==> src/hdl/drvu_pkg.sv <==
// Types, constants and codes of the distance vector route update block.
// No dependencies.
package drvu_pkg;

    localparam int NODE_COUNT = 256;
    localparam int COST_WIDTH = 32;
    localparam int IDX_W      = (NODE_COUNT > 1) ? $clog2(NODE_COUNT) : 1;

    typedef logic [COST_WIDTH-1:0] t_cost;
    typedef logic [IDX_W-1:0]      t_idx;

    localparam t_cost COST_UNREACH = t_cost'(1);
    localparam t_cost COST_MAX     = '1;

    typedef enum logic [1:0] {
        REQ_VECTOR = 2'd0,
        REQ_SET    = 2'd1,
        REQ_LOOKUP = 2'd2,
        REQ_SPARE  = 2'd3
    } t_req_type;

    typedef struct packed {
        logic [1:0]  req_type;
        logic [7:0]  neighbor_id;
        logic [7:0]  dest_id;
        logic [31:0] cost_value;
    } t_in_item;

    typedef struct packed {
        logic [31:0] route_cost;
        logic [7:0]  next_hop;
        logic        reachable;
        logic        advert_valid;
    } t_out_item;

    typedef struct packed {
        t_cost      cost;
        logic [7:0] hop;
    } t_entry;

    localparam t_entry ENTRY_RESET = '{cost: COST_UNREACH, hop: 8'd0};

    typedef struct packed {
        logic en;
        t_idx nb_idx;
        t_idx dst_idx;
    } t_rd_req;

    typedef struct packed {
        logic   en;
        t_idx   idx;
        t_entry data;
    } t_wr_req;

    typedef struct packed {
        t_entry nb;
        t_entry dst;
    } t_rd_data;

    typedef enum logic {
        ST_IDLE,
        ST_EXEC
    } t_state;

endpackage

==> src/hdl/drvu_calc.sv <==
// Update rule for one item: fill, relax, tie break, cost set, lookup.
// Produces the write back and the result item. Uses drvu_pkg.
module drvu_calc import drvu_pkg::*; (
    input  t_in_item  i_item,
    input  t_rd_data  i_rd,
    output t_wr_req   o_wr,
    output t_out_item o_result
);

    logic          nb_ok;
    logic          dst_ok;
    logic          req_ok;
    t_cost         val;
    logic [COST_WIDTH:0] sum;
    t_cost         total;
    t_cost         cost;
    logic [7:0]    hop;
    logic          adv;
    logic          wen;

    always_comb begin
        nb_ok  = (32'(i_item.neighbor_id) < 32'(NODE_COUNT));
        dst_ok = (32'(i_item.dest_id) < 32'(NODE_COUNT));
        req_ok = dst_ok && (nb_ok || (i_item.req_type != REQ_VECTOR));
        val    = t_cost'(i_item.cost_value);
        sum    = {1'b0, val} + {1'b0, i_rd.nb.cost};
        total  = sum[COST_WIDTH] ? COST_MAX : sum[COST_WIDTH-1:0];
        cost   = i_rd.dst.cost;
        hop    = i_rd.dst.hop;
        adv    = 1'b0;
        wen    = 1'b0;

        case (i_item.req_type)
            REQ_VECTOR: begin
                if ((i_item.dest_id != i_item.neighbor_id) && (val != COST_UNREACH)) begin
                    wen = 1'b1;
                    if (cost == COST_UNREACH) begin
                        cost = total;
                        hop  = (i_rd.nb.hop != i_item.neighbor_id) ? i_rd.nb.hop
                                                                   : i_item.neighbor_id;
                        adv  = 1'b1;
                    end
                    if (cost > total) begin
                        cost = total;
                        hop  = i_item.neighbor_id;
                        adv  = 1'b1;
                    end
                    if ((cost == total) && (hop > i_item.neighbor_id)) begin
                        hop = i_item.neighbor_id;
                    end
                end
            end
            REQ_SET: begin
                wen  = 1'b1;
                cost = val;
            end
            default: begin
            end
        endcase

        o_wr.en   = wen && req_ok;
        o_wr.idx  = t_idx'(i_item.dest_id);
        o_wr.data = '{cost: cost, hop: hop};

        if (req_ok) begin
            o_result.route_cost   = 32'(cost);
            o_result.next_hop     = hop;
            o_result.reachable    = (cost != COST_UNREACH);
            o_result.advert_valid = adv;
        end else begin
            o_result.route_cost   = 32'(COST_UNREACH);
            o_result.next_hop     = 8'd0;
            o_result.reachable    = 1'b0;
            o_result.advert_valid = 1'b0;
        end
    end

endmodule

==> config.mk <==
export PLATFORM = sky130hd
export DESIGN_NAME = drvu_calc
export DESIGN_NICKNAME = d
export VERILOG_FILES = /design/src/hdl/drvu_pkg.sv /design/src/hdl/drvu_calc.sv
export SDC_FILE = /design/constraint.sdc
export NUM_CORES = 1
export LEC_CHECK = 0
export BUFFER_PORTS_ARGS = -buffer_cell sky130_fd_sc_hd__clkbuf_2
export CORE_ASPECT_RATIO = 0.8
export CORE_MARGIN = 2
export CORE_UTILIZATION = 52
export DETAILED_ROUTE_END_ITERATION = 10
export PLACE_DENSITY_LB_ADDON = 0.3
export SETUP_SLACK_MARGIN = 0.4
export SYNTH_ARGS = -nofsm -noshare
export SYNTH_HDL_FRONTEND = slang
export SYNTH_SLANG_ARGS = --single-unit
export TNS_END_PERCENT = 5
==> constraint.sdc <==
create_clock -name vclk -period 11.59
set_clock_uncertainty 0.2 [all_clocks]
set_input_delay 2.318 -clock vclk [all_inputs]
set_output_delay 2.318 -clock vclk [all_outputs]
set_load 0.01 [all_outputs]
# Word-level counts from Yosys, hierarchy flattened
# Cells that the tools add are included.
dict set report word_totals {
  regBits 0
  input_bits 130
  out_inout_bits 91
  wordCells 36
}
dict set report op_classes {
  addsub 1
  magnitude_cmp 2
  eq_ne 7
  muxes 23
  n_reduce_logical 3
}
# operator count
set ops {}
lappend ops {{$mux W32} 8}
lappend ops {{$mux W8} 8}
lappend ops {{$ne A32 B1 Y1 const B} 2}
lappend ops {{$pmux W32 S2} 1}
lappend ops {{$add A32 B32 Y33} 1}
lappend ops {{$eq A32 B1 Y1 const B} 1}
lappend ops {{$eq A32 B32 Y1} 1}
lappend ops {{$gt A32 B32 Y1} 1}
lappend ops {{$ne A8 B8 Y1} 2}
lappend ops {{$gt A8 B8 Y1} 1}
lappend ops {{$mux W1} 5}
lappend ops {{$eq A2 B1 Y1 const B} 1}
lappend ops {{$logic_and A1 B1 Y1} 2}
lappend ops {{$logic_not A2 Y1} 1}
lappend ops {{$pmux W1 S2} 1}

# Longest topological paths before layout
dict set report depth {
  word_depth 14
  ltp_mapped 36
  ltp_nobuf 34
}

# Least setup slack after synthesis
# OpenSTA, ideal clock, no wires.
dict set report synth_timing {
  path_type {input -> output}
  startpoint {input port i_item[0] (netlist name)}
  endpoint {output port o_wr[0] (netlist name)}
  t_arrival_ns 8.872
  required_time_ns 9.072
  setup_slack_ns 0.200
  path_stages 35
  n_path_buf 4
  path_cell_list {ha_1 fa_1 a211oi_2 o211ai_2 nand3_2 a211oi_4 or2_4 buf_6 buf_4 nor2_2 o21bai_1 ha_1 a21o_1 a21o_1 a21o_1 a221o_1 nand2_1 o211ai_1 nand2_1 clkbuf_1 a21oi_1 ha_1 nor2b_1 o21a_1 o21ai_0 nand2b_1 a21oi_1 o21ai_0 o21ai_0 a221o_1 a2111oi_4 nand4_4 o21a_4 o311ai_1 buf_4}
}
# element line
set synth_lines {}
lappend synth_lines {{start: declaration} drvu_calc.sv:4} ;# input t_in_item i_item,
lappend synth_lines {{end: declaration} drvu_calc.sv:6} ;# output t_wr_req o_wr,

==> run_results.csv <==
group,metric,value,unit
synthesis,synth_fp_nets,1029,
detailed_routing,postRouteAntennaNets,0,
power_and_ir_drop,ir_worst_vdd,38.50,uV
sta,worst_pin_slew,1.056,ns
finish,num_antenna_cells,0,
synthesis,synth_area_per_cell,6.836,sq um
grt,grt-ovfl-total,0,
synthesis,yosys_warnings,0,
synthesis,synth_commonest_cells,"83 x nand2_1, 72 x ha_1, 67 x a21oi_1, 53 x nor2_1, 51 x buf_4",
sta,rsz0062_at_grt,"true",
synthesis,synth.yosys.seq_area_share,0,%
placed_design,place_ws,-0.02294,ns
synthesis,yosys.area.top_type,"ha_1",
finish,final_nets,1201,
power_and_ir_drop,power.leakage,0.003322,uW
finish,syn_to_final_growth,23.55,%
grt,antenna_found_initial,0,
synthesis,yosys-top-cells-area,"ha_1 16%, buf_4 6.8%, a21oi_1 5.9%, nand2_1 5.5%, a21o_1 4.4%",
placed_design,portBuffers,221,
synthesis,syn-instance-count,826,
critical_path,startpoint,"i_item[22]",
critical_path,slowest_delay,0.46,ns
detailed_routing,dr.pass1.iters,7,
floorplanning,fp-row-count,34,
sta,setup_slack,0.2992,ns
sta,finalHoldViolations,0,
critical_path,criticalPathCategory,"in -> out",
detailed_routing,wirelength,25200,um
critical_path,required,9.07,ns
sta,fin_crit,11.29,ns
detailed_routing,vias,7501,
detailed_routing,drcViolationCount,0,
power_and_ir_drop,p_per_area,78.83,nW/um^2
floorplanning,die_h,97.21,um
floorplanning,core,10720,sq um
synthesis,synth_top_area_share,15.95,%
finish,final_core_utilization,65.08,%
sta,totalNegativeSetupSlack,0,ns
cts,cts_hold_buf,0,
grt,grt_pass1_vias,6835,
synthesis,syn-cell-area,5647,sq um
detailed_routing,post_drt_wl_per_cell,22.11,um
status,status,"completed",
synthesis,yosysMostFrequentCell,"nand2_1",
sta,maxSlewHeadroom,29.46,%
worst_hold_path,min_from,"i_item[38]",
grt,track_usage,40.44,%
synthesis,synth_cell_type_count,85,
finish,drive_above_1_share,33.53,%
floorplanning,start_util,52.67,%
finish,seq_cell_count,0,
job,maxCapViolations,0,
sta,setup_viol,0,
critical_path,crit_path_start_kind,"input pin",
critical_path,end_kind,"primary output",
power_and_ir_drop,total_power,550.0,uW
placed_design,hpwl,20650,um
placed_design,gp_congestion,1.058,
finish,seqCellArea,0,sq um
detailed_routing,drt_iter0_markers,1011,
floorplanning,fp.dieW,120.5,um
grt,grt_pass1_wl,37580,um
finish,clockBufferCount,0,
critical_path,path_max_fanout,8,
sta,min_period_over_period,97.42,%
worst_hold_path,worstHoldPathType,"in -> out",
critical_path,slowest_stage,"a211oi_4",
critical_path,worstPathArrival,8.77,ns
sta,hold_ws,4.650,ns
sta,fmax,0.08857,GHz
critical_path,cp_common_cell,"a21o_1",
grt,grt_max_degree,30,
floorplanning,fp.dieArea,11710,sq um
detailed_routing,vias_per_cell,6.580,
sta,slew_violations,0,
floorplanning,io_pins,221,
==> layer usage <==
metal	vias up	wire, um	GRT usage (%)
met5	-	0	0
met4	0	733	9.392
met3	65	3334	10.09
met2	570	10430	60.19
met1	3419	10710	58.11
li1	3447	-	-
==> logic make-up after synthesis <==
group	Yosys count	synth area share, %
AO/OA/AOI/OAI	310	39.04
XOR/XNOR	49	7.600
adder cells (fa/ha/maj)	73	16.31
buffers and inverters	127	12.23
multiplexers	1	0.1994
AND/OR/NAND/NOR	266	24.62
==> critical path: cells and delay by family <==
kind / cells / cell delay [ns]
AOI/OAI and AO/OA: 19 / 3.66
adders and majority gates: 3 / 0.75
buffers and inverters: 3 / 0.53
and+or+nand+nor: 10 / 1.47
==> path summary, 6_finish.rpt <==
path                     endpoint  slack [ns]  depth (start not counted)
worst max-delay path  o_result[2]        0.30                         35
worst min-delay path     o_wr[46]        4.65                          2
==> layout by cell type, fill, tap and decap left out, types with 13 or more instances in the layout <==
master    instances
a21o_1           33
a21oi_1          65
buf_4            22
clkbuf_2        212
ha_1             56
ha_4             13
inv_1            48
nand2_1          82
nand4_1          20
nor2_1           47
nor3_1           17
nor4_1           21
o211ai_1         16
o21ai_0          44
o21bai_1         15
o22ai_1          15
xnor2_1          25
xor2_1           22
==> area by class of cell <==
type                       instances  area [sq um]
timing repair buffer             245          1294
inverter                          50         187.7
tap                              144         180.2
fill                            1068          3744
multi-input combinational        701          5315
==> power breakdown <==
group / total [uW] / switching [uW] / internal, uW
Combinational: 550 / 337 / 213
Sequential: 0 / 0 / 0
Clock: 0 / 0 / 0
==> stage by stage <==
stage          std cells  cell area, sq um
6_report            1140              6977
5_1_grt             1140              6977
4_1_cts             1139              6894
3_5_place_dp        1128              6599
3_3_place_gp        1128              6599
2_1_floorplan        826              5708
==> timing repair <==
action,CTS,global route
pin swaps,16,13
buffers inserted,9,1
cloned,2,0
gates resized for setup,38,30
endpoints found under the setup margin,16,17
(Power assumes the default switching activity.)
